[config.mk]
export PLATFORM = sky130hd
export DESIGN_NAME = mfs_front
export DESIGN_NICKNAME = d
export VERILOG_FILES = /design/src/rtl/core/mfs_pkg.sv /design/src/rtl/core/mfs_front.sv
export SDC_FILE = /design/constraint.sdc
export NUM_CORES = 1
export LEC_CHECK = 0
export BUFFER_PORTS_ARGS = -buffer_cell sky130_fd_sc_hd__buf_4
export CORE_UTILIZATION = 45
export CTS_CLUSTER_SIZE = 24
export DETAILED_ROUTE_END_ITERATION = 10
export HOLD_SLACK_MARGIN = 0.15
export PLACE_DENSITY_LB_ADDON = 0.2
export SYNTH_ARGS = -nofsm -noshare
export SYNTH_HDL_FRONTEND = slang
export SYNTH_SLANG_ARGS = --single-unit
[constraint.sdc]
create_clock -name clk_i -period 3.43 [get_ports clk_i]
set_input_delay 0.343 -clock clk_i [delete_from_list [all_inputs] [get_ports clk_i]]
set_output_delay 0.343 -clock clk_i [all_outputs]
set_load 0.01 [all_outputs]
[src/rtl/core/mfs_pkg.sv]
// mfs_pkg: shared constants, payload structs and register codes for the
// streaming maxout block. No dependencies.
package mfs_pkg;

  localparam int unsigned VALUE_WIDTH = 16;
  localparam int unsigned MAX_FEATURE = 4096;
  localparam int unsigned SLOT_W      = $clog2(MAX_FEATURE);
  localparam int unsigned GROUP_W     = 8;
  localparam int unsigned FS_W        = 13;
  localparam int unsigned CMP_W       = (FS_W > SLOT_W + 1) ? FS_W : SLOT_W + 1;
  localparam int unsigned QUEUE_DEPTH = 2;

  localparam int unsigned ADDR_W = 4;
  localparam int unsigned DATA_W = 32;

  localparam logic [1:0] REG_GROUP_COUNT  = 2'd0;
  localparam logic [1:0] REG_CHANNEL_LAST = 2'd1;
  localparam logic [1:0] REG_FEATURE_SIZE = 2'd2;

  typedef struct packed {
    logic signed [VALUE_WIDTH-1:0] sample;
    logic                          tensor_end;
  } in_item_t;

  typedef struct packed {
    logic signed [VALUE_WIDTH-1:0] group_max;
    logic                          final_result;
  } out_item_t;

  typedef struct packed {
    logic [GROUP_W-1:0] group_count;
    logic               channel_last;
    logic [FS_W-1:0]    feature_size;
  } cfg_t;

  // Classified request handed from front to back
  typedef struct packed {
    logic signed [VALUE_WIDTH-1:0] sample;
    logic [SLOT_W-1:0]             slot;
    logic                          first;
    logic                          last;
    logic                          tensor_end;
  } req_t;

endpackage

[src/rtl/core/mfs_front.sv]
// mfs_front: group/feature counters; classifies each incoming sample into a request.
// Depends on mfs_pkg.
module mfs_front (
  input  logic                clk_i,
  input  logic                rst_ni,
  input  mfs_pkg::cfg_t       cfg_i,
  input  logic                cfg_clear_i,
  input  logic                in_valid_i,
  output logic                in_stall_o,
  input  mfs_pkg::in_item_t   in_item_i,
  output logic                push_o,
  output mfs_pkg::req_t       req_o,
  input  logic                queue_full_i
);

  logic [mfs_pkg::GROUP_W-1:0] group_idx_q, group_idx_d;
  logic [mfs_pkg::SLOT_W-1:0]  feat_idx_q, feat_idx_d;
  logic [mfs_pkg::CMP_W-1:0]   fs_eff;
  logic [mfs_pkg::CMP_W-1:0]   feat_next;
  logic [mfs_pkg::GROUP_W:0]   group_next;
  logic                        last_member;
  logic                        feat_wrap;

  assign in_stall_o = queue_full_i;
  assign push_o     = in_valid_i && !queue_full_i;

  always_comb begin
    if (cfg_i.feature_size == '0) begin
      fs_eff = mfs_pkg::CMP_W'(1);
    end else if (mfs_pkg::CMP_W'(cfg_i.feature_size) > mfs_pkg::CMP_W'(mfs_pkg::MAX_FEATURE)) begin
      fs_eff = mfs_pkg::CMP_W'(mfs_pkg::MAX_FEATURE);
    end else begin
      fs_eff = mfs_pkg::CMP_W'(cfg_i.feature_size);
    end
  end

  assign feat_next   = mfs_pkg::CMP_W'(feat_idx_q) + mfs_pkg::CMP_W'(1);
  assign feat_wrap   = feat_next >= fs_eff;
  assign group_next  = {1'b0, group_idx_q} + (mfs_pkg::GROUP_W+1)'(1);
  assign last_member = (cfg_i.group_count <= mfs_pkg::GROUP_W'(1)) ||
                       (group_next >= {1'b0, cfg_i.group_count});

  always_comb begin
    req_o.sample     = in_item_i.sample;
    req_o.slot       = cfg_i.channel_last ? '0 : feat_idx_q;
    req_o.first      = group_idx_q == '0;
    req_o.last       = last_member;
    req_o.tensor_end = in_item_i.tensor_end;
  end

  always_comb begin
    group_idx_d = group_idx_q;
    feat_idx_d  = feat_idx_q;
    if (cfg_clear_i) begin
      group_idx_d = '0;
      feat_idx_d  = '0;
    end else if (push_o) begin
      if (in_item_i.tensor_end) begin
        group_idx_d = '0;
        feat_idx_d  = '0;
      end else if (cfg_i.channel_last) begin
        feat_idx_d  = '0;
        group_idx_d = last_member ? '0 : group_next[mfs_pkg::GROUP_W-1:0];
      end else if (feat_wrap) begin
        feat_idx_d  = '0;
        group_idx_d = last_member ? '0 : group_next[mfs_pkg::GROUP_W-1:0];
      end else begin
        feat_idx_d = feat_next[mfs_pkg::SLOT_W-1:0];
      end
    end
  end

  always_ff @(posedge clk_i or negedge rst_ni) begin
    if (!rst_ni) begin
      group_idx_q <= '0;
      feat_idx_q  <= '0;
    end else begin
      group_idx_q <= group_idx_d;
      feat_idx_q  <= feat_idx_d;
    end
  end

endmodule

-- Word level (Yosys, flattened, before mapping)
Cells that the tools add are included.
- bits in registers: 20
- input port bits: 44
- logic and storage cells: 30
- $add $sub $neg: 2
- $lt $le $gt $ge: 4
- mux-type cells: 14
- reductions and logical operators: 8
- operators by type and width (kind ; count):
    2-to-1 mux 12 bit ; 6
    2-to-1 mux 8 bit ; 6
    2-to-1 mux 13 bit ; 2
    adder 12 x 1 -> 13 bit (second input constant) ; 1
    >= comparator 13 bit ; 1
    > comparator 13 bit (second input constant) ; 1
    zero test 13 bit ; 1
    adder 8 x 1 -> 9 bit (second input constant) ; 1
    >= comparator 9 x 8 -> 1 bit ; 1
    less-or-equal comparator 8 x 1 -> 1 bit (second input constant) ; 1
    zero test 8 bit ; 1
    nonzero test 4 bit ; 1
    AND reduction 2 bit ; 1
    nonzero test 2 bit ; 1
    logical AND 1 bit ; 1
    zero test 1 bit ; 1
    logical OR 1 bit ; 1

-- Depth between registers and ports, before layout
- depth after elaboration: 9
- gate-level depth with buffers: 14
- depth with buffers taken out: 13

-- Worst setup path before layout
OpenSTA, ideal clock, no wires.
- path kind: flip-flop to flip-flop
- from: register feat_idx_q[0] in the netlist's numbering
- to: register group_idx_q[2] in the netlist's numbering
- library setup time: 0.118 ns
- arrival: 2.852 ns
- required time: 3.312 ns
- slack: 0.460 ns
- cell stages (with the launch flop): 15
- path buffers: 1
- period minus slack after synthesis: 2.970 ns
- path through: dfrtp_1 -> ha_1 -> nand3_1 -> nor2_1 -> and3_1 -> nand3_1 -> xnor2_1 -> ha_1 -> a21oi_1 -> o2111a_1 -> a21oi_1 -> o31ai_4 -> buf_6 -> o21bai_4 -> o2bb2ai_2
- word-level cells in the longest chain between the ends: 4
- ends and longest elaborated chain (element ; line ; source):
    from (decl) ; mfs_front.sv:17 ; logic [mfs_pkg::SLOT_W-1:0] feat_idx_q, feat_idx_d;
    from (signal assigned) ; mfs_front.sv:79 ; feat_idx_q <= feat_idx_d;
    adder 12 x 1 -> 13 bit ; mfs_front.sv:37 ; assign feat_next = mfs_pkg::CMP_W'(feat_idx_q) + mfs_pkg::CMP_W'(1);
    >= comparator 13 bit ; mfs_front.sv:38 ; assign feat_wrap = feat_next >= fs_eff;
    nonzero test 4 bit (no source line) ; - ;
    AND reduction 2 bit (no source line) ; - ;
    to (signal assigned) ; mfs_front.sv:78 ; group_idx_q <= group_idx_d;
    to (decl) ; mfs_front.sv:16 ; logic [mfs_pkg::GROUP_W-1:0] group_idx_q, group_idx_d;
No other way between the ends.
A chain may end at the register's enable or synchronous reset.

==> results by group <==
Power and ir drop
  – Static Leakage: 1.20 nW
  – Max IR drop VDD: 0.141 mV
  – Pwr dens: 236 mW/mm^2

Hold path
  – Tightest Hold Check Type: in -> async

Routing
  – Drc violations: 0
  – Initial DRC Count: 127
  – Antenna violation net count after detailed routing: 0
  – DR pass1 iterations: 4
  – Routed Wire Length: 4.45 mm
  – Via count: 1768
  – Avg WL per Cell: 13.6 um
  – Vias per cell: 5.41

Yosys
  – Syn Inst Count: 246
  – Distinct cell type count after synthesis: 47
  – Top FF cell, synth: dfrtp_1
  – EDFF count, synth: 0
  – Most common cell in the synthesized netlist: nand2_1
  – Top cell type's share of synthesized area: 24.3%
  – Synth cell count leaders: 37 x nand2_1, 24 x ha_1, 20 x dfrtp_1
  – Ys async rst share: 100%
  – FF+latch count, synth: 20
  – YS warnings: 0
  – Post-synth top area cell: dfrtp_1
  – Area contributors post-synth: dfrtp_1 24%, ha_1 15%, buf_4 6.9%
  – Post-synthesis sequential area ratio: 24.3%
  – Mapped Area: 0.00206 mm^2
  – Net count after synthesis: 314
  – Mean Syn Cell Area: 8.37 um^2

Placed design
  – DP Cell Count: 321
  – Detailed Place HPWL: 3.59 mm
  – Port-buffer cells: 44
  – Placed cell area: 0.00231 mm^2
  – GPL Wtd Cong: 0.840
  – Pre-CTS setup slack: 0.180 ns

Floorplan
  – Die Height: 69.7 um
  – IO Pins: 77
  – Initial Util: 47.0%
  – Die area: 0.00485 mm^2
  – Core Area: 0.00438 mm^2
  – Horiz. Die Dim: 69.7 um
  – Row count: 24

Timing
  – Final worst setup slack: 0.200 ns
  – Fmax: 0.310 GHz
  – Setup Total Neg Slack: 0 ns
  – Tmin final: 3.23 ns
  – Final hold violation count: 0
  – RSZ-0062 raised after global routing: false
  – Slew Limit Fails: 0
  – Measured slew at the worst slew-check pin: 0.542 ns
  – # setup viols final: 0
  – Final period utilization: 94.2%
  – Clock skew: 0.00517 ns
  – Slew Limit Headroom: 63.8%

Layout
  – Design Area, Final: 0.00240 mm^2
  – P&R area growth vs syn: 16.6%
  – # diodes: 0
  – Share of layout cells above drive strength 1: 26.9%
  – Non-Filler Instances: 327
  – Nets: 344
  – Utilization after layout: 54.8%

Critical path
  – Reg2reg end: group_idx_q[5]
  – R2r setup slk: 0.31 ns
  – Crit-path max FO: 6
  – Setup crit end kind: output port
  – Worst Setup Start Kind: flop
  – Reg2reg start: feat_idx_q[0]
  – FF-to-FF path depth: 14
  – Termination of the worst setup path: req_o[1]
  – Critical Path Start: group_idx_q[1]
  – Critical Path RT: 3.09 ns
  – WS Path Type: reg -> out
  – Critical Path AT: 2.89 ns

Clock network
  – Clock-pin slew on the worst setup and hold paths: 0.07 ns
  – TritonCTS clock tree: yes
  – Worst skew pair latency: 0.26 ns
  – Largest buffer count on any clock path: 2
  – Clk Tree Root Cell: clkbuf_8
  – CTS Sinks: 20
  – H-tree Lvls: 1
  – Total CTS buffers: 3

Global route
  – Vias in the first global route: 1693
  – Largest net degree at the start of global routing: 21
  – Initial antenna violation count: 0
  – Global-route wire length before repair: 7.85 mm
  – Gr usage total: 19.7%
  – Total gr overflow: 0

Run
  – Max-cap violations: 0

Status
  – Run status: finished clean
per-layer routing:
layer	wire, um	up-vias	GRT usage, %
li1	-	913	-
met1	2220	807	28.5
met2	1990	45	31.4
met3	225	3	3.78
met4	9	0	2.67
met5	0	-	0
kinds of logic (layout without fill, tap and decap cells):
| family | count (synthesis) | count (layout) | share of synthesized area, % |
|---|---|---|---|
| xor+xnor | 13 | 13 | 5.53 |
| compound gates | 49 | 49 | 19.8 |
| buf+inv | 40 | 69 | 11.2 |
| flops | 20 | 20 | 24.3 |
| fa+ha+maj | 24 | 24 | 14.6 |
| simple gates | 100 | 100 | 24.6 |
cell usage in the layout (no fill, tap or decap), types with 6 or more instances in the layout:
cell / n
and3_1: 9
buf_4: 47
dfrtp_1: 19
ha_1: 23
inv_1: 16
nand2_1: 37
nand3_1: 14
nor2_1: 8
nor2b_1: 12
o21ai_0: 8
xnor2_1: 6
xor2_1: 7
cell type report:
cell class              count  area [um^2]
inverters                  16         60.1
fillers                   407         1980
flip-flops and latches     20          502
multi-input cells         186         1340
repair buffers             49          383
clock buffers               4         55.1
well taps                  52         65.1
power by group:
group,switching (mW),internal [mW]
clock network,0.0764,0.102
registers,0.00402,0.239
logic,0.0713,0.0737
total,0.152,0.415
worst min-delay path by stage:
stage,startpoint,to,slack (ns),depth (start not counted)
global placement,rst_ni,group_idx_q[7],0.23,1
floorplan,rst_ni,feat_idx_q[0],0.05,0
detailed placement,rst_ni,group_idx_q[7],0.24,1
CTS,rst_ni,group_idx_q[7],0.50,2
global route,rst_ni,group_idx_q[7],0.50,2
finish,rst_ni,group_idx_q[7],0.49,2
critical path, stage by stage, from the launching register on:
cell and delay (ns):
dfrtp_1 0.41, ha_2 0.27, and3_1 0.22, nand3_2 0.14, or2_2 0.32, nand2_1 0.07, ha_1 0.25, a21oi_1 0.17
o21ai_0 0.11, o21bai_1 0.18, nand2_1 0.19, o211ai_1 0.13, buf_4 0.17
per-stage QoR:
| stage | hold slack, ns | total power, mW |
|---|---|---|
| after floorplan | 0.0474 | 0.349 |
| after global placement | 0.235 | 0.385 |
| after detailed placement | 0.236 | 0.386 |
| after CTS | 0.497 | 0.568 |
| after global routing | 0.502 | 0.604 |
| final | 0.491 | 0.567 |
flip-flops by register name (all words and copies together) (netlist names):
name,count
group_idx_q,8
feat_idx_q,12
repair_timing:
action,CTS,global route
gates resized for setup,0,4
setup endpoints to repair,0,12
buffers inserted,0,1
hold endpoints to repair,20,0
hold buffers,1,0
Power figures use the tool's default switching activity.
