File: config.mk
export PLATFORM = sky130hd
export DESIGN_NAME = mfs_queue
export DESIGN_NICKNAME = d
export VERILOG_FILES = /design/src/rtl/core/mfs_pkg.sv /design/src/rtl/core/mfs_queue.sv
export SDC_FILE = /design/constraint.sdc
export NUM_CORES = 1
export LEC_CHECK = 0
export ABC_AREA = 1
export BUFFER_PORTS_ARGS = -buffer_cell sky130_fd_sc_hd__buf_2
export CELL_PAD_IN_SITES_DETAIL_PLACEMENT = 2
export CELL_PAD_IN_SITES_GLOBAL_PLACEMENT = 2
export CORE_MARGIN = 2
export CORE_UTILIZATION = 41
export CTS_BUF_LIST = sky130_fd_sc_hd__clkbuf_16
export DETAILED_ROUTE_END_ITERATION = 12
export PLACE_DENSITY_LB_ADDON = 0.12
export SKIP_CTS_REPAIR_TIMING = 1
export SYNTH_ARGS = -nofsm -noshare
export SYNTH_HDL_FRONTEND = slang
export SYNTH_SLANG_ARGS = --single-unit
File: constraint.sdc
create_clock -name clk_i -period 3.87 [get_ports clk_i]
set_input_delay 0.5805 -clock clk_i [delete_from_list [all_inputs] [get_ports clk_i]]
set_output_delay 0.5805 -clock clk_i [all_outputs]
set_load 0.1 [all_outputs]
File: src/rtl/core/mfs_pkg.sv
// mfs_pkg: shared constants, payload structs and register codes for the
// streaming maxout block. No dependencies.
package mfs_pkg;

  localparam int unsigned VALUE_WIDTH = 16;
  localparam int unsigned MAX_FEATURE = 4096;
  localparam int unsigned SLOT_W      = $clog2(MAX_FEATURE);
  localparam int unsigned GROUP_W     = 8;
  localparam int unsigned FS_W        = 13;
  localparam int unsigned CMP_W       = (FS_W > SLOT_W + 1) ? FS_W : SLOT_W + 1;
  localparam int unsigned QUEUE_DEPTH = 2;

  localparam int unsigned ADDR_W = 4;
  localparam int unsigned DATA_W = 32;

  localparam logic [1:0] REG_GROUP_COUNT  = 2'd0;
  localparam logic [1:0] REG_CHANNEL_LAST = 2'd1;
  localparam logic [1:0] REG_FEATURE_SIZE = 2'd2;

  typedef struct packed {
    logic signed [VALUE_WIDTH-1:0] sample;
    logic                          tensor_end;
  } in_item_t;

  typedef struct packed {
    logic signed [VALUE_WIDTH-1:0] group_max;
    logic                          final_result;
  } out_item_t;

  typedef struct packed {
    logic [GROUP_W-1:0] group_count;
    logic               channel_last;
    logic [FS_W-1:0]    feature_size;
  } cfg_t;

  // Classified request handed from front to back
  typedef struct packed {
    logic signed [VALUE_WIDTH-1:0] sample;
    logic [SLOT_W-1:0]             slot;
    logic                          first;
    logic                          last;
    logic                          tensor_end;
  } req_t;

endpackage

File: src/rtl/core/mfs_queue.sv
// mfs_queue: short request FIFO between front and back.
// Depends on mfs_pkg.
module mfs_queue (
  input  logic          clk_i,
  input  logic          rst_ni,
  input  logic          push_i,
  input  mfs_pkg::req_t push_req_i,
  output logic          full_o,
  input  logic          pop_i,
  output logic          valid_o,
  output mfs_pkg::req_t head_o
);

  localparam int unsigned PTR_W = (mfs_pkg::QUEUE_DEPTH > 1) ? $clog2(mfs_pkg::QUEUE_DEPTH) : 1;
  localparam int unsigned CNT_W = $clog2(mfs_pkg::QUEUE_DEPTH + 1);

  mfs_pkg::req_t    entry_q [mfs_pkg::QUEUE_DEPTH];
  logic [PTR_W-1:0] wr_ptr_q, wr_ptr_d;
  logic [PTR_W-1:0] rd_ptr_q, rd_ptr_d;
  logic [CNT_W-1:0] count_q, count_d;

  assign full_o  = count_q == CNT_W'(mfs_pkg::QUEUE_DEPTH);
  assign valid_o = count_q != '0;
  assign head_o  = entry_q[rd_ptr_q];

  always_comb begin
    wr_ptr_d = wr_ptr_q;
    rd_ptr_d = rd_ptr_q;
    count_d  = count_q;
    if (push_i) begin
      wr_ptr_d = (wr_ptr_q == PTR_W'(mfs_pkg::QUEUE_DEPTH - 1)) ? '0 : wr_ptr_q + PTR_W'(1);
    end
    if (pop_i) begin
      rd_ptr_d = (rd_ptr_q == PTR_W'(mfs_pkg::QUEUE_DEPTH - 1)) ? '0 : rd_ptr_q + PTR_W'(1);
    end
    if (push_i && !pop_i) begin
      count_d = count_q + CNT_W'(1);
    end else if (pop_i && !push_i) begin
      count_d = count_q - CNT_W'(1);
    end
  end

  always_ff @(posedge clk_i or negedge rst_ni) begin
    if (!rst_ni) begin
      wr_ptr_q <= '0;
      rd_ptr_q <= '0;
      count_q  <= '0;
    end else begin
      wr_ptr_q <= wr_ptr_d;
      rd_ptr_q <= rd_ptr_d;
      count_q  <= count_d;
    end
  end

  always_ff @(posedge clk_i) begin
    if (push_i) begin
      entry_q[wr_ptr_q] <= push_req_i;
    end
  end

endmodule

Word-level counts from Yosys, hierarchy flattened:

Memories as Yosys holds them, arrays and structs flattened.
Cells that the tools add are included.

* word-level logic and storage cells: 21
* RAM bits: 62
* flip-flop bits (word level): 4
* memories kept: 1
* output and inout bits: 33
* input port bits: 35

* multiplexer cells: 6
* equal/unequal tests: 1
* add/subtract/negate cells: 4
* reduce and logical (&&, ||, !) cells: 6

Memories
* entry_q: depth 2, width 31, read ports 1, clocked after memory_dff 0, wr ports 1, RTL line mfs_queue.sv:17 `mfs_pkg::req_t entry_q [mfs_pkg::QUEUE_DEPTH];`

Operators with widths (count)
* two-way mux 1 bit: 4
* two-way mux 2 bit: 2
* nonzero test 2 bit: 2
* adder 1 bit, second input constant: 2
* adder 2 x 1 -> 2 bit, second input constant: 1
* equality test 2 bit, second input constant: 1
* logical AND 1 bit: 2
* logical NOT 1 bit: 2
* subtractor 2 x 1 -> 2 bit, second input constant: 1

Longest topological paths before layout:

Gate-level depths: netlist of run 1.

* depth after elaboration: 4
* depth in mapped cells: 7
* depth with buffers taken out: 7

Worst setup path before layout of run 1:

No wires, ideal clock.

* path type: input port to flip-flop
* from: input port push_i
* to: memory entry_q[0][0] (netlist bit) (enable)
* stages on the path: 2
* data arrival time: 1.928 ns
* buffers on the path: 0
* setup time: 0.420 ns
* path slack: 1.522 ns
* cell sequence: inv_1 nor2_1

* word-level cells in the longest chain between the ends: 2

RTL lines
* start, declared: RTL line mfs_queue.sv:6 `input logic push_i,`
* two-way mux 1 bit: RTL line mfs_queue.sv:56 `if (push_i) begin`
* two-way mux 1 bit (not written as such): RTL line mfs_queue.sv:57 `entry_q[wr_ptr_q] <= push_req_i;`
* end, declared: RTL line mfs_queue.sv:17

No other way between the ends.

==> impl_metrics.json, run 1 <==
{
  "status": "complete, no violations",
  "clk_latency_ns": 0.32,
  "fmax_mhz": 370.7,
  "maxSlewHeadroom_pct": 31.43,
  "cts_buffer_depth": 2,
  "gp_congestion": 0.7462,
  "cts.sinks": 66,
  "die_area_um2": 6988,
  "crit_path_start": "rd_ptr_q$_DFFE_PN0P_",
  "detail-route-antenna-nets": 0,
  "worstMarginPinSlew_ns": 1.029,
  "start_util_pct": 43.11,
  "area_growth_pct": 25.43,
  "finalCritPeriodShare_pct": 69.70,
  "wl_per_cell_um": 20.74,
  "fin_nets": 233,
  "min_period_ns": 2.697,
  "crit_path_start_kind": "flip-flop",
  "num_vias": 1311,
  "numPortBuffers": 67,
  "clkTransAtPathRegs_ns": 0.06,
  "dp_hpwl_um": 3834,
  "grt_max_degree": 33,
  "ys_seq_area_share_pct": 75.53,
  "firstDrtPassIters": 3,
  "route.detailed.drc": 0,
  "r2r-start": "wr_ptr_q$_DFFE_PN0P_",
  "cts_tree": "yes",
  "arrival_ns": 2.12,
  "antenna_found_initial": 0,
  "grt_remaining_overflow": 0,
  "netlist_instances": 122,
  "rows": 28,
  "drt_wl_total_um": 5746,
  "root_buffer": "clkbuf_16",
  "fp.dieH_um": 83.60,
  "path_max_fanout": 32,
  "routed_via_density": 4.733,
  "netlist_area_um2": 2597,
  "crit_type": "reg2out",
  "cp_data_required_time_ns": 3.29,
  "end_kind": "output port",
  "htreeDepth": 3,
  "grt_use_total_pct": 17.45,
  "final_hold_viol_count": 0,
  "r2r_slack_ns": 2.26,
  "drive_gt1_share_pct": 56.44,
  "drv_slew": 0,
  "ios": 68,
  "finalCoreUtilization_pct": 54.07,
  "rsz0062_at_grt": "false",
  "hp-class": "in2async",
  "rr_endpoint": "entry_q[1][13]$_DFFE_PP_",
  "crit_path_end": "head_o[11]",
  "die_x_um": 83.60,
  "synthDistinctLibCells": 14,
  "grt_pass1_wl_um": 8866,
  "worstRegToRegCells": 3,
  "first_iter_violations": 67,
  "cts_made_buffers": 9,
  "syn_nets": 158,
  "ys_warn_count": 0,
  "grt_pass1_vias": 1548,
  "setup_viol": 0,
  "core_area_um2": 6026,
  "totalNegativeSetupSlack_ns": 0,
  "dpl-instance-area_um2": 2972,
  "final_area_um2": 3258,
  "drv_cap": 0,
  "syn_area_per_cell_um2": 21.29,
  "diodes": 0,
  "clock_skew_ns": 0.005168,
  "synth_seq_cells": 66
}
layout by cell type, fill, tap and decap left out, types with 2 or more instances in the layout:
| cell type | count |
|---|---|
| buf_2 | 67 |
| edfxtp_1 | 62 |
| mux2_4 | 29 |
| clkbuf_16 | 9 |
| inv_1 | 8 |
| nand2_1 | 6 |
| dfrtp_1 | 3 |
| mux2_2 | 2 |
| xor2_1 | 2 |
| clkinvlp_4 | 2 |
| clkinv_1 | 2 |
worst min-delay path by stage:
stage / start / end / slack, ns / cells after the start
2_1_floorplan: rst_ni / count_q[0]$_DFFE_PN0P_ / 0.28 / 0
3_3_place_gp: rst_ni / wr_ptr_q$_DFFE_PN0P_ / 0.39 / 1
3_5_place_dp: rst_ni / count_q[0]$_DFFE_PN0P_ / 0.40 / 1
4_1_cts: rst_ni / wr_ptr_q$_DFFE_PN0P_ / 0.06 / 1
5_1_grt: rst_ni / wr_ptr_q$_DFFE_PN0P_ / 0.06 / 1
6_report: rst_ni / wr_ptr_q$_DFFE_PN0P_ / 0.07 / 1
Yosys cell counts:
master / number / area (µm²)
edfxtp_1: 62 / 1862
mux2_4: 29 / 435.4
inv_1: 7 / 26.28
nand2_1: 6 / 22.52
dfrtp_1: 4 / 100.1
buf_12: 3 / 60.06
mux2_2: 2 / 22.52
nor2_1: 2 / 7.510
xor2_1: 2 / 17.52
buf_6: 1 / 11.26
ha_1: 1 / 12.51
nand3_1: 1 / 5.000
nand4_1: 1 / 6.260
xnor2_1: 1 / 8.760
per-layer routing:
metal / up-vias / track usage, % / wire length [µm]
li1: 611 / - / -
met1: 651 / 18.00 / 2224
met2: 42 / 33.45 / 3219
met3: 7 / 5.638 / 248
met4: 0 / 4.839 / 54
met5: - / 0 / 0
stage by stage:
step | hold WS, ns | setup slack, ns | instances
finish | 0.06588 | 1.173 | 277
global route | 0.05728 | 1.062 | 277
CTS | 0.06194 | 1.133 | 277
detailed placement | 0.4046 | 1.509 | 261
global placement | 0.3897 | 1.540 | 261
floorplan | 0.2849 | 1.522 | 122
flip-flops by register name, summed over array words and instances, names as in the netlist:
register  cells
count_q       2
entry_q      62
rd_ptr_q      1
wr_ptr_q      1
critical path: stages, from the launching register on:
cell and delay [ns]:
dfrtp_2 1.04, mux2_2 0.31, buf_2 0.42
cells by family after synthesis:
| group | after synthesis | share of synthesized area (%) |
|---|---|---|
| AND/OR/NAND/NOR | 10 | 1.590 |
| buffers and inverters | 11 | 3.757 |
| flip-flops | 66 | 75.53 |
| adder cells (fa/ha/maj) | 1 | 0.4816 |
| multiplexers | 31 | 17.63 |
| XOR/XNOR | 3 | 1.012 |
final cells by class:
class                   count  area (µm²)
well taps                  75       93.84
inverters                   7       26.28
repair buffers             68       342.8
clock buffers               9       225.2
clock inverters             7       61.31
fillers                   563        2768
multi-input cells          45       545.5
flip-flops and latches     66        1963
Power of run 1 is left out: the tool's default activity adds up to more than one toggle a clock period on the data nets, which glitch-free logic cannot reach.
==> inputs of run 2 (changes only) <==
Settings changed: CORE_UTILIZATION 41 to 38.
Clock period 3.87 ns to 2.5 ns, I/O delays scaled along.
==> run 2 against run 1 <==
Net effect: via count rose by 1.4%; die area rose by 7.5%; worst hold slack gained 0.17 ns; critical path type unchanged.
==> impl_metrics.json, run 2 (synthesized netlist as in run 1, its figures left out) <==
{
  "status": "complete, no violations",
  "wl_per_cell_um": 17.43,
  "die_area_um2": 7513,
  "detail-route-antenna-nets": 0,
  "finalCoreUtilization_pct": 48.92,
  "rows": 30,
  "route.detailed.drc": 0,
  "clock_skew_ns": 0.004767,
  "rsz0062_at_grt": "false",
  "drv_cap": 0,
  "grt_max_degree": 23,
  "diodes": 0,
  "fmax_mhz": 456.5,
  "grt_remaining_overflow": 0,
  "start_util_pct": 38.66,
  "cts_tree": "yes",
  "totalNegativeSetupSlack_ns": 0,
  "largest_register_ffs": 62,
  "end_kind": "output port",
  "root_buffer": "clkbuf_16",
  "worstMarginPinSlew_ns": 0.5141,
  "grt_use_total_pct": 14.52,
  "fillers": 619,
  "clk_latency_ns": 0.32,
  "cts.sinks": 66,
  "drv_slew": 0,
  "cp_data_required_time_ns": 2.12,
  "firstDrtPassIters": 3,
  "maxSlewHeadroom_pct": 65.65,
  "first_iter_violations": 47,
  "antenna_found_initial": 0,
  "final_hold_viol_count": 0,
  "crit_path_start_kind": "flip-flop",
  "arrival_ns": 1.82,
  "fp.dieH_um": 86.68,
  "grt_pass1_vias": 1552,
  "gp_congestion": 0.7127,
  "htreeDepth": 3,
  "finalCritPeriodShare_pct": 87.62,
  "clkTransAtPathRegs_ns": 0.05,
  "regMostFlops": "entry_q",
  "path_max_fanout": 22,
  "crit_type": "reg2out",
  "area_growth_pct": 26.54,
  "fin_nets": 237,
  "hp-class": "in2reg",
  "reg_top3": "entry_q x62, count_q x2",
  "setup_viol": 0,
  "drive_gt1_share_pct": 56.59,
  "multi_input_area_um2": 545.5,
  "dp_hpwl_um": 3350,
  "drt_wl_total_um": 4967,
  "num_vias": 1329,
  "cts_made_buffers": 9,
  "min_period_ns": 2.191,
  "die_x_um": 86.68,
  "crit_slowest_cell": "dfrtp_2",
  "crit_chain": "buf_12, mux2_2, buf_2",
  "cts_buffer_depth": 2,
  "final_cell_mix": "67 x buf_2, 62 x edfxtp_1, 29 x mux2_4, 9 x clkbuf_16, 8 x inv_1",
  "numPortBuffers": 67,
  "ios": 68,
  "seqCellArea_um2": 1963,
  "grt_pass1_wl_um": 7776,
  "cp_slowest_stage_delay_ns": 0.58,
  "routed_via_density": 4.663,
  "final_common_cell": "buf_2",
  "core_area_um2": 6719
}
## run 2: changes by cell type in the layout (fill, tap and decap cells not counted), sizes merged
cell,change
buf,+3
bufinv,-1
clkinv,+2
clkinvlp,-2
dlygate4sd3,+1
## run 2: worst max-delay path: cells and delay by family, from the launching register on
| kind | cells | cell delay (ns) |
|---|---|---|
| mux | 1 | 0.36 |
| flops | 1 | 0.58 |
| buf+inv | 2 | 0.55 |
## run 2: final timing paths
kind                                            endpoint                   start  cells after the start  slack (ns)
worst min register to register    count_q[1]$_DFFE_PN0P_  count_q[1]$_DFFE_PN0P_                      2        0.48
worst max-delay path                          head_o[11]    rd_ptr_q$_DFFE_PN0P_                      3        0.31
worst max register to register   entry_q[0][8]$_DFFE_PP_    wr_ptr_q$_DFFE_PN0P_                      2        1.02
min in group asynchronous         count_q[1]$_DFFE_PN0P_                  rst_ni                      2        0.39
max in group asynchronous           rd_ptr_q$_DFFE_PN0P_                  rst_ni                      2        1.97
worst min-delay path            entry_q[0][18]$_DFFE_PP_          push_req_i[18]                      1        0.24
## run 2: cell type report
cell class              instances  share of cell area (%)
flip-flops and latches         66                   59.73
clock buffers                   9                   6.852
clock inverters                 6                  0.7994
inverters                       7                  0.7994
multi-input cells              45                   16.60
well taps                      80                   3.045
repair buffers                 72                   12.18
## run 2: metrics by stage
| step | setup WS (ns) | cell area (µm²) | hold slack (ns) | cells |
|---|---|---|---|---|
| 3_3_place_gp | 0.6445 | 3025 | 0.1911 | 269 |
| 5_1_grt | 0.2080 | 3287 | 0.2177 | 285 |
| 2_1_floorplan | 0.3568 | 2597 | 0.07941 | 122 |
| 3_5_place_dp | 0.6188 | 3025 | 0.1928 | 269 |
| 4_1_cts | 0.2645 | 3277 | -0.1534 | 284 |
| 6_report | 0.3095 | 3287 | 0.2376 | 285 |
## run 2: layer usage
| metal | vias up | track usage [%] | part of all wire, % |
|---|---|---|---|
| li1 | 619 | - | - |
| met1 | 663 | 15.59 | 39 |
| met2 | 45 | 25.45 | 54 |
| met3 | 2 | 6.857 | 6.0 |
| met4 | 0 | 4.261 | 0.20 |
| met5 | - | 0 | 0 |
Power of run 2 is left out for the same reason.
==> inputs of run 3 (changes only) <==
--- a/config.mk
+++ b/config.mk
@@ -11,5 +11,5 @@
 export CELL_PAD_IN_SITES_GLOBAL_PLACEMENT = 2
 export CORE_MARGIN = 2
-export CORE_UTILIZATION = 38
+export CORE_UTILIZATION = 34
 export CTS_BUF_LIST = sky130_fd_sc_hd__clkbuf_16
 export DETAILED_ROUTE_END_ITERATION = 12
==> constraint.sdc (replaced) <==
create_clock -name clk_i -period 1.8 [get_ports clk_i]
set_input_delay 0.45 -clock clk_i [delete_from_list [all_inputs] [get_ports clk_i]]
set_output_delay 0.45 -clock clk_i [all_outputs]
set_load 0.1 [all_outputs]
==> run 3 against run 2 <==
Net effect: the flow now finishes with violations (setup timing); worst hold slack better by 0.081 ns; routed wire length is 17% higher; worst setup slack worse by 0.41 ns; register-to-register slack worse by 0.40 ns; critical path type unchanged; highest routed layer unchanged.
==> impl_metrics.json, run 3 (synthesized netlist as in run 1, its figures left out) <==
{
  "antenna_found_initial": 0,
  "crit_slowest_cell": "dfrtp_2",
  "cts.sinks": 66,
  "dp_hpwl_um": 4130,
  "drt_wl_total_um": 5794,
  "htreeDepth": 3,
  "gp_congestion": 0.6198,
  "finalCoreUtilization_pct": 52.02,
  "finalCritPeriodShare_pct": 105.7,
  "crit_chain": "buf_8, mux2_4, buf_12",
  "rows": 31,
  "arrival_ns": 1.45,
  "die_x_um": 91.41,
  "num_vias": 1360,
  "final_cell_mix": "62 x edfxtp_1, 35 x buf_2, 32 x buf_12, 31 x mux2_4, 10 x inv_1",
  "end_kind": "output port",
  "core_area_um2": 7331,
  "clkTransAtPathRegs_ns": 0.05,
  "cts_buffer_depth": 2,
  "grt_max_degree": 19,
  "final_hold_viol_count": 0,
  "numPortBuffers": 67,
  "fillers": 620,
  "first_iter_violations": 43,
  "regMostFlops": "entry_q",
  "path_max_fanout": 12,
  "grt_pass1_vias": 1583,
  "maxSlewHeadroom_pct": 67.81,
  "largest_register_ffs": 62,
  "detail-route-antenna-nets": 0,
  "reg_top3": "entry_q x62, count_q x2",
  "violations": "setup timing",
  "firstDrtPassIters": 4,
  "fin_ws_ns": -0.1019,
  "fmax_mhz": 525.8,
  "fp.dieH_um": 91.41,
  "drive_gt1_share_pct": 57.42,
  "routed_via_density": 4.416,
  "crit_type": "reg2out",
  "clk_latency_ns": 0.32,
  "diodes": 0,
  "drv_slew": 0,
  "setup_viol": 31,
  "final_common_cell": "edfxtp_1",
  "cts_tree": "yes",
  "cp_data_required_time_ns": 1.35,
  "root_buffer": "clkbuf_16",
  "seqCellArea_um2": 1963,
  "crit_path_start_kind": "flip-flop",
  "ios": 68,
  "area_growth_pct": 46.82,
  "route.detailed.drc": 0,
  "min_period_ns": 1.902,
  "drv_cap": 0,
  "hp-class": "in2reg",
  "cts_made_buffers": 9,
  "cp_slowest_stage_delay_ns": 0.42,
  "status": "finished, violations left",
  "grt_pass1_wl_um": 8756,
  "clock_skew_ns": 0.002954,
  "worstMarginPinSlew_ns": 0.4862,
  "multi_input_area_um2": 555.5,
  "die_area_um2": 8355,
  "fin_nets": 240,
  "wl_per_cell_um": 18.81,
  "start_util_pct": 35.43,
  "grt_use_total_pct": 14.47,
  "rsz0062_at_grt": "true",
  "grt_remaining_overflow": 0
}
[run 3: layout make-up]
cell class,count,share of cell area (%)
sequential,66,51.48
multi-input combinational,45,14.57
tap,99,3.248
clock inverter,7,0.7874
inverter,7,0.6890
timing repair buffer,75,23.33
clock buffer,9,5.906
[run 3: worst paths after layout]
kind                                              from                  endpoint  slack (ns)  cells after the start
worst max-delay path              rd_ptr_q$_DFFE_PN0P_                head_o[30]       -0.10                      3
worst min-delay path                    push_req_i[20]  entry_q[1][20]$_DFFE_PP_        0.32                      1
worst max register to register    wr_ptr_q$_DFFE_PN0P_  entry_q[1][10]$_DFFE_PP_        0.62                      3
worst min register to register  count_q[1]$_DFFE_PN0P_    count_q[1]$_DFFE_PN0P_        0.54                      2
max in group asynchronous                       rst_ni      rd_ptr_q$_DFFE_PN0P_        1.19                      2
min in group asynchronous                       rst_ni    count_q[1]$_DFFE_PN0P_        0.47                      2
[run 3: metrics by stage]
step	hold slack [ns]	cell area, µm²	std cells	setup TNS (ns)	worst slack, ns
floorplan	0.1544	2603	122	0	0.1108
global placement	0.2616	3515	291	0	0.2332
detailed placement	0.2652	3515	291	0	0.1970
CTS	-0.07635	3770	307	-3.641	-0.1569
global route	0.3114	3814	308	-3.757	-0.1471
finish	0.3183	3814	308	-2.462	-0.1019
[run 3: layer usage]
layer / up-vias / GRT usage (%) / share of wire (%)
met3: 8 / 4.149 / 4.9
met5: - / 0 / 0
met1: 681 / 14.84 / 38
met2: 42 / 26.41 / 55
met4: 0 / 7.576 / 1.6
li1: 629 / - / -
[run 3: worst max-delay path: cells and delay by family (launching register included)]
kind     cells  cell delay, ns
flops        1            0.42
buf+inv      2            0.36
mux          1            0.34
Power of run 3 is left out for the same reason.
